## src/hw/rtl/rtm_pkg.sv

```systemverilog
`default_nettype none

package rtm_pkg;

    localparam int unsigned MaxRanges = 1024;
    localparam int unsigned IdxW      = $clog2(MaxRanges);
    localparam int unsigned CntW      = IdxW + 1;

    typedef enum logic [1:0] {
        FUNC_APPEND = 2'd0,
        FUNC_BUILD  = 2'd1,
        FUNC_LOOKUP = 2'd2,
        FUNC_NONE   = 2'd3
    } t_func;

    typedef enum logic [1:0] {
        ST_OK        = 2'd0,
        ST_FULL      = 2'd1,
        ST_NOT_FOUND = 2'd2,
        ST_NOT_BUILT = 2'd3
    } t_status;

    typedef struct packed {
        logic [31:0] lo;
        logic [31:0] hi;
    } t_rng;

    // ins: sorted insert of the key, rot: shift toward cell 0 with wrap,
    // wr: load write data into the cell whose index matches the write position
    typedef struct packed {
        logic ins;
        logic rot;
        logic wr;
    } t_cell_ctl;

endpackage

`default_nettype wire

```

## src/hw/rtl/rtm_cell.sv

```systemverilog
`default_nettype none

module rtm_cell import rtm_pkg::*; (
    input  wire logic            i_clk,
    input  wire logic [IdxW-1:0] i_idx,
    input  wire t_cell_ctl       i_ctl,
    input  wire logic [CntW-1:0] i_count,
    input  wire t_rng            i_key,
    input  wire t_rng            i_left,
    input  wire logic            i_left_ins,
    input  wire t_rng            i_right,
    input  wire logic [IdxW-1:0] i_wpos,
    input  wire t_rng            i_wdata,
    output t_rng                 o_rng,
    output logic                 o_ins
);

    t_rng r_rng;
    t_rng n_rng;
    logic w_valid;
    logic w_key_lt;

    assign w_valid  = {1'b0, i_idx} < i_count;
    assign w_key_lt = (i_key.lo < r_rng.lo) ||
                      ((i_key.lo == r_rng.lo) && (i_key.hi < r_rng.hi));
    assign o_ins    = w_valid && w_key_lt;
    assign o_rng    = r_rng;

    always_comb begin
        n_rng = r_rng;
        if (i_ctl.wr && (i_wpos == i_idx)) begin
            n_rng = i_wdata;
        end else if (i_ctl.rot) begin
            n_rng = i_right;
        end else if (i_ctl.ins && (!w_valid || w_key_lt)) begin
            // key lands here, or the larger neighbor slides up one place
            n_rng = i_left_ins ? i_left : i_key;
        end
    end

    always_ff @(posedge i_clk) begin
        r_rng <= n_rng;
    end

endmodule

`default_nettype wire

```

## config.mk

```make
export PLATFORM = sky130hd
export DESIGN_NAME = rtm_cell
export DESIGN_NICKNAME = d
export VERILOG_FILES = /design/src/hw/rtl/rtm_pkg.sv /design/src/hw/rtl/rtm_cell.sv
export SDC_FILE = /design/constraint.sdc
export NUM_CORES = 1
export LEC_CHECK = 0
export BUFFER_PORTS_ARGS = -buffer_cell sky130_fd_sc_hd__buf_2
export CORE_AREA = 3 3 138 140
export DETAILED_ROUTE_END_ITERATION = 12
export DIE_AREA = 0 0 141 143
export PLACE_DENSITY = 0.7
export SLEW_MARGIN = 15
export SYNTH_ARGS = -nofsm -noshare
export SYNTH_HDL_FRONTEND = slang
export SYNTH_SLANG_ARGS = --single-unit
```

## constraint.sdc

```tcl
create_clock -name i_clk -period 4.4 [get_ports i_clk]
set_input_delay 0.22 -clock i_clk [delete_from_list [all_inputs] [get_ports i_clk]]
set_output_delay 0.22 -clock i_clk [all_outputs]
set_load 0.01 [all_outputs]
```

After elaboration in Yosys (flattened, before gate mapping) --
Cells that the tools add are included.
Storage, ports and cells: bits in registers 64, latch bits 0, memory bits (writable) 0, ROM bits 0, input port bits 292, output and inout port bits 65, memories kept 0
Operators by class: $add $sub $neg 0, multipliers 0, div/mod/pow operators 0, $lt $le $gt $ge 3, equal/unequal tests 2, shift operators 0, muxes and demuxes 4, bitwise operators 0, reduce and logical (&&, ||, !) cells 8
Operators with widths (count):
- 2-to-1 mux 64 bit | 4
- less-than comparator 32 bit | 2
- == test 32 bit | 1
- less-than comparator 10 x 11 -> 1 bit | 1
- == test 10 bit | 1
- logical AND 1 bit | 4
- nonzero test 3 bit | 1
- logical OR 1 bit | 2
- logical NOT 1 bit | 1

Depth between registers and ports, before layout --
Gate-level depths: netlist of the first run.
word-level depth 8, depth in mapped cells 9, depth with buffers taken out 9

Worst setup path after synthesis of the first run --
OpenSTA, ideal clock, no wires.
path kind reg2reg, start register r_rng, in the netlist o_rng[42], end register r_rng, in the netlist o_rng[0], enable pin, setup time 0.434 ns, data arrival time 3.479 ns, data required time 3.966 ns, setup slack 0.487 ns, stages on the path, launching flop included 10, buffers on the path 0, period minus slack after synthesis 3.913 ns, path through edfxtp_1 inv_1 ha_1 and4_1 nand2_1 nor2_1 a211o_1 a2111oi_0 a31o_1 o41a_1
On the way: word-level cells in the longest chain between the ends 6, elaborated cells between the ends (all ways) 7, those cells by class 1 x order compare; 1 x eq/ne; 5 x reduce/logical
Ends and longest elaborated chain:
- from (decl) | line rtm_cell.sv:18 | t_rng r_rng;
- from (signal assigned) | line rtm_cell.sv:42 | r_rng <= n_rng;
- parallel branches: the longest is 2 deep, another holds less-than comparator 32 bit
- logical OR 1 bit * | line rtm_cell.sv:24 | assign w_key_lt = (i_key.lo < r_rng.lo) ||
- logical OR 1 bit * | line rtm_cell.sv:35 | end else if (i_ctl.ins && (!w_valid || w_key_lt)) begin
- logical AND 1 bit * | line rtm_cell.sv:35
- nonzero test 3 bit (no source line) *
Every way passes the cells marked *. A chain may end at the register's enable or synchronous reset.

Worst setup path after layout of the first run --
start register r_rng, in the netlist o_rng[42], end register r_rng, in the netlist o_rng[15], enable pin
The elaborated chain is that of the path after synthesis.

==> metrics.md, run 1 <==
| Metric | Value |
|---|---|
| Status | `complete, no violations` |
| Layout Cells excl Fill | `1,259` |
| Initial Util | `0.322` |
| Unrepaired setup endpoints after global routing | `no` |
| Setup violations, final | `0` |
| Number of core rows | `49` |
| Crit-path cells | `inv_1 > ha_1 > and4_1 > nand2_1 > nor2_1 > a211o_1 > a2111oi_0 > a31o_1 > o41a_2 > buf_12` |
| Worst-path fanout max | `44` |
| Root Driver | `clkbuf_16` |
| Worst skew pair latency | `330 ps` |
| Area growth syn-to-layout | `38.3%` |
| Post-place setup slack | `726 ps` |
| DR pass1 iterations | `5` |
| Worst setup margin | `961 ps` |
| Antenna-violating nets left | `0` |
| Share of the yosys chip area belonging to registers | `0.332` |
| Synthesized area per cell | `8.38 µm²` |
| Fmax achieved | `291 MHz` |
| Synth cell types | `37` |
| CP startpoint kind | `flip-flop` |
| Share of layout cells above drive strength 1 | `0.365` |
| # resized after CTS | `0` |
| IO Count | `357` |
| Final wirelength | `19,500 µm` |
| GP Congestion | `0.844` |
| Number of enable flip-flop cells after synthesis | `64` |
| Power density over the cells | `267 nW/µm²` |
| Gr ovfl total | `0` |
| Max-Cap Viols | `0` |
| Total die area | `20,200 µm²` |
| WP data required | `4410 ps` |
| Nets | `1,392` |
| Number of buffers and inverters on the critical path | `2` |
| WS Path Type | `flip-flop to flip-flop` |
| Vias in the first global route | `5,764` |
| Final Hold Vio Count | `0` |
| H-Tree Depth | `3` |
| WP data arrival | `3440 ps` |
| Placed insts | `1,246` |
| CTS buffer count | `9` |
| Met3 usage | `0.0512` |
| Final worst path period share | `0.782` |
| Worst slew pin tran | `928 ps` |
| TritonCTS clock tree | `built` |
| Fraction of registers with async set/reset | `0` |
| Max-slew violations | `0` |
| Pin count of the biggest net entering global routing | `95` |
| Net Count, Synth | `1,055` |
| Slowest stage delay, CP | `710 ps` |
| Post-CTS setup buffer count | `0` |
| First-pass GRT wire length | `28,700 µm` |
| DRC viols | `0` |
| Fillers | `1,753` |
| Pleak | `4.06 nW` |
| CTS max path bufs | `2` |
| Gr busiest metal | `met2` |
| Commonest non-fill, non-tap cell in the layout | `buf_2` |
| GR Layer Usage met1 | `0.206` |
| Post-CTS Hold Buffers | `0` |
| Placement Cell Area | `7770 µm²` |
| Core ar. | `18,000 µm²` |
| Cell count after synthesis | `691` |
| Vias | `5,982` |
| Vias/cell | `4.75` |
| Clock slew at reported path FFs | `60 ps` |
| Drt wl/cell | `15.4 µm` |
| Skew final | `9.96 ps` |
| Largest delay share family, worst path | `compound AO/OA/AOI/OAI gates` |
| Tot GR Track Use | `0.182` |
| Hpwl dp | `16,100 µm` |
| DRT iter0 DRCs | `157` |
| IO Port Bufs | `356` |
| Most frequent cells in the layout | `buf_2, a21oi_1, nand2_1` |
| Top_reg_cell synth | `edfxtp_1` |
| Type of the tightest min-delay check | `input pin to flip-flop` |
| Power, Total | `2.14 mW` |
| Grt met2 use | `0.335` |
| Nature of the critical path endpoint | `flip-flop` |
| Die Y | `143 µm` |
| CTS sink cnt | `64` |
| Flops & latches, synth | `64` |
| Slowest stage cell on the critical path | `a2111oi_0` |
| Slew headroom | `0.381` |
| Largest register FFs | `64` |
| Initial antenna violation count | `1` |
| Ant. Diodes | `0` |
| Min Tclk post-route | `3440 ps` |
| Mapped Area | `5790 µm²` |
| Design Area, Final | `8010 µm²` |
| Final setup TNS | `0 ps` |
| Yosys Warn Count | `0` |
| DIE WIDTH | `141 µm` |
| Worst vdd ir | `157 µV` |
-- report_power, final --
part / switching [mW] / internal, mW / total [mW]
clock network: 0.244 / 0.366 / 0.610
registers: 0.0392 / 0.777 / 0.817
logic: 0.388 / 0.324 / 0.711
-- metal layers --
layer,up-vias,share of wire
li1,3109,-
met1,2585,0.40
met2,261,0.50
met3,25,0.079
met4,2,0.019
met5,-,0.00062
-- cell usage after synthesis, types with 2 or more instances --
cell       number  area, µm²
a2111oi_0       3       26.3
a211oi_1        3       22.5
a21boi_0        2       15.0
a21o_1          3       22.5
a21oi_1        90        450
and4_1          2       17.5
buf_2          15       75.1
clkbuf_1       18       67.6
edfxtp_1       64       1920
ha_1           72        901
inv_1          75        282
mux2i_1        64        641
nand2_1        79        297
nand2b_1        3       18.8
nand3_1         6       30.0
nand4_1        12       75.1
nor2_1         69        259
nor2b_1         4       25.0
nor3_1          2       10.0
nor4_1          3       18.8
o21a_1          2       15.0
o21ai_0        75        375
or3_1           2       12.5
xnor2_1        10       87.6
-- through the flow --
stage	hold slack, ps	util
after global routing	155	0.446
after floorplan	407	-
after global placement	496	0.432
final	160	0.446
after detailed placement	497	0.432
after CTS	141	0.446
-- final cells by class --
class                   instances  area, µm²  share of cell area
clock inverters                 3       12.5             0.00156
flip-flops and latches         64       1920               0.240
well taps                     229        287              0.0358
inverters                      75        282              0.0352
multi-input cells             517       3440               0.430
repair buffers                361       1840               0.229
clock buffers                  10        229              0.0286
-- cell families after synthesis --
group,count (synthesis),share of synthesized area
buffers and inverters,110,0.0752
muxes,64,0.111
xor gates and xnor gates,10,0.0151
and+or+nand+nor,185,0.140
adders and majority gates,72,0.156
DFF,64,0.332
AOI/OAI and AO/OA,186,0.172
-- worst min-delay path, cell delays in order --
cell,delay [ps]
buf_2,80
nand2_1,30
o21ai_0,50
-- worst paths after layout --
path,start,end,slack (ps),cells past startpoint
setup / recovery,o_rng[42],o_rng[15],960,10
hold / removal,i_wdata[19],o_rng[19],160,3
setup reg to reg,o_rng[42],o_rng[15],960,10
hold reg to reg,o_rng[24],o_rng[19],1790,6
(Power assumes the default switching activity.)
==> run 2, diff against run 1 <==
==> constraint.sdc (replaced) <==
create_clock -name i_clk -period 3.5 [get_ports i_clk]
set_input_delay 0.175 -clock i_clk [delete_from_list [all_inputs] [get_ports i_clk]]
set_output_delay 0.175 -clock i_clk [all_outputs]
set_load 0.01 [all_outputs]
==> run 2 against run 1 <==
Against the previous run:
- final cell count rose by 0.32%
- via count up 0.37%
- utilization up 0.59 points
- register-to-register slack worse by 410 ps
- clock power grew 42%
- sequential share of layout area shrank 0.31 points
- clock skew shrank 3.6 ps
- sequential power is 25% higher
- critical path depth stayed put
- global-route usage increased by 0.30 points
- total power is 31% higher
- critical endpoint is now o_ins
==> metrics.md, run 2 (same netlist as run 1, synthesis figures left out) <==
| Metric | Value |
|---|---|
| CTS max path bufs | `2 (unchanged)` |
| Fmax achieved | `333 MHz` |
| Most frequent cells in the layout | `buf_2, a21oi_1, nand2_1` |
| WP data required | `3320 ps (-1090 ps)` |
| Pin count of the biggest net entering global routing | `71 (-25%)` |
| Pleak | `4.11 nW (+1.0%)` |
| Metal2 WL | `9680 µm (-0.18%)` |
| CTS buffer count | `9 (unchanged)` |
| Met1 wire length | `7870 µm (+0.40%)` |
| Tot GR Track Use | `0.185 (+0.00299)` |
| Total die area | `20,200 µm² (unchanged)` |
| Final Hold Vio Count | `0 (unchanged)` |
| Final wirelength | `19,700 µm (+1.1%)` |
| Drt wl/cell | `15.6 µm (+0.76%)` |
| Max-Cap Viols | `0 (unchanged)` |
| Share of layout cells above drive strength 1 | `0.366 (+0.000522)` |
| Number of core rows | `49 (unchanged)` |
| Final Util | `0.452 (+0.00585)` |
| IO Count | `357 (unchanged)` |
| Skew final | `6.32 ps (-3.64 ps)` |
| Core ar. | `18,000 µm² (unchanged)` |
| Vias | `6,004 (+0.37%)` |
| Met3 WL | `1530 µm (-0.78%)` |
| Nets | `1,393 (+0.072%)` |
| Largest register FFs | `64 (unchanged)` |
| Antenna-violating nets left | `0 (unchanged)` |
| Min Tclk post-route | `3000 ps` |
| Setup violations, final | `0 (unchanged)` |
| Power density over the cells | `345 nW/µm² (+29%)` |
| Unrepaired setup endpoints after global routing | `no` |
| Status | `complete, no violations` |
| Clock slew at reported path FFs | `50 ps (about the same)` |
| DIE WIDTH | `141 µm (unchanged)` |
| Top Layer Used | `met4` |
| Worst skew pair latency | `330 ps (about the same)` |
| GP Congestion | `0.918 (+8.7%)` |
| Worst vdd ir | `210 µV (+33%)` |
| H-Tree Depth | `3 (unchanged)` |
| IO Port Bufs | `356 (unchanged)` |
| CTS sink cnt | `64 (unchanged)` |
| Root Driver | `clkbuf_16` |
| Die Y | `143 µm (unchanged)` |
| DRC viols | `0 (unchanged)` |
| Ant. Diodes | `0 (unchanged)` |
| Slew headroom | `0.515 (+0.134)` |
| DR pass1 iterations | `4 (-1)` |
| Nature of the critical path endpoint | `output pin` |
| WP data arrival | `2830 ps (-610 ps)` |
| Worst slew pin tran | `727 ps (-200 ps)` |
| Max-slew violations | `0 (unchanged)` |
| CP startpoint kind | `flip-flop` |
| Final worst path period share | `0.858` |
| Post-CTS Hold Buffers | `0 (unchanged)` |
| Initial Util | `0.322 (unchanged)` |
| Worst-path fanout max | `3 (-93%)` |
| WS Path Type | `flip-flop to output pin` |
| Type of the tightest min-delay check | `input pin to flip-flop` |
| Vias/cell | `4.75 (about the same)` |
| First-pass GRT wire length | `29,300 µm (+2.0%)` |
| DRT iter0 DRCs | `211 (+34%)` |
| Final setup TNS | `0 ps (unchanged)` |
| Area growth syn-to-layout | `40.1%` |
| Gr ovfl total | `0 (unchanged)` |
| Commonest non-fill, non-tap cell in the layout | `buf_2` |
| Vias in the first global route | `5,746 (-0.31%)` |
| Hpwl dp | `16,300 µm (+1.1%)` |
| Initial antenna violation count | `0 (-1)` |
| TritonCTS clock tree | `built` |
-- run 2: cell type report --
| class | count | area, µm² |
|---|---|---|
| Multi-Input combinational cell | 517 | 3450 |
| Clock buffer | 10 | 229 |
| Fill cell | 1781 | 9850 |
| Inverter | 75 | 282 |
| Clock inverter | 6 | 50.0 |
| Timing Repair Buffer | 362 | 1890 |
| Sequential cell | 64 | 1920 |
| Tap cell | 229 | 287 |
-- run 2: repair_timing --
action / 4_1_cts / 5_1_grt
buffers inserted: 0 / 0
setup endpoints to repair: 0 / 1
gates resized for setup: 0 / 1
-- run 2: worst paths after layout --
kind	from	endpoint	slack [ps]	cells past startpoint
max	o_rng[42]	o_ins	500	10
max reg2reg	o_rng[42]	o_rng[14]	550	10
min	i_wdata[9]	o_rng[9]	120	3
min reg2reg	o_rng[23]	o_rng[62]	1540	6
-- run 2: critical path: stages (launching register included) --
cell	delay, ps
edfxtp_1	380
inv_1	80
ha_1	240
and4_1	230
nand2_1	60
nor2_1	50
a211o_1	280
a2111oi_1	550
a31o_1	200
nor2b_1	250
buf_2	180
-- run 2: metal layers --
layer,GRT usage,up-vias
met5,0,-
met4,0.0816,0
met3,0.0405,34
met2,0.327,269
met1,0.216,2577
li1,-,3124
-- run 2: report_power, final --
group	switching [mW]	internal (mW)	total, mW
clock	0.326	0.540	0.866
sequential	0.0455	0.975	1.02
combinational	0.498	0.418	0.916
-- run 2: through the flow --
step                instances  hold slack [ps]  setup WS (ps)  power (mW)  cell area [µm²]
global route             1263              123            114        2.99             8110
CTS                      1263             98.0            262        2.85             8110
global placement         1247              450            430        1.95             7830
floorplan                 691              362            419        1.52             5790
finish                   1263              118            497        2.80             8110
detailed placement       1247              454            322        1.96             7830
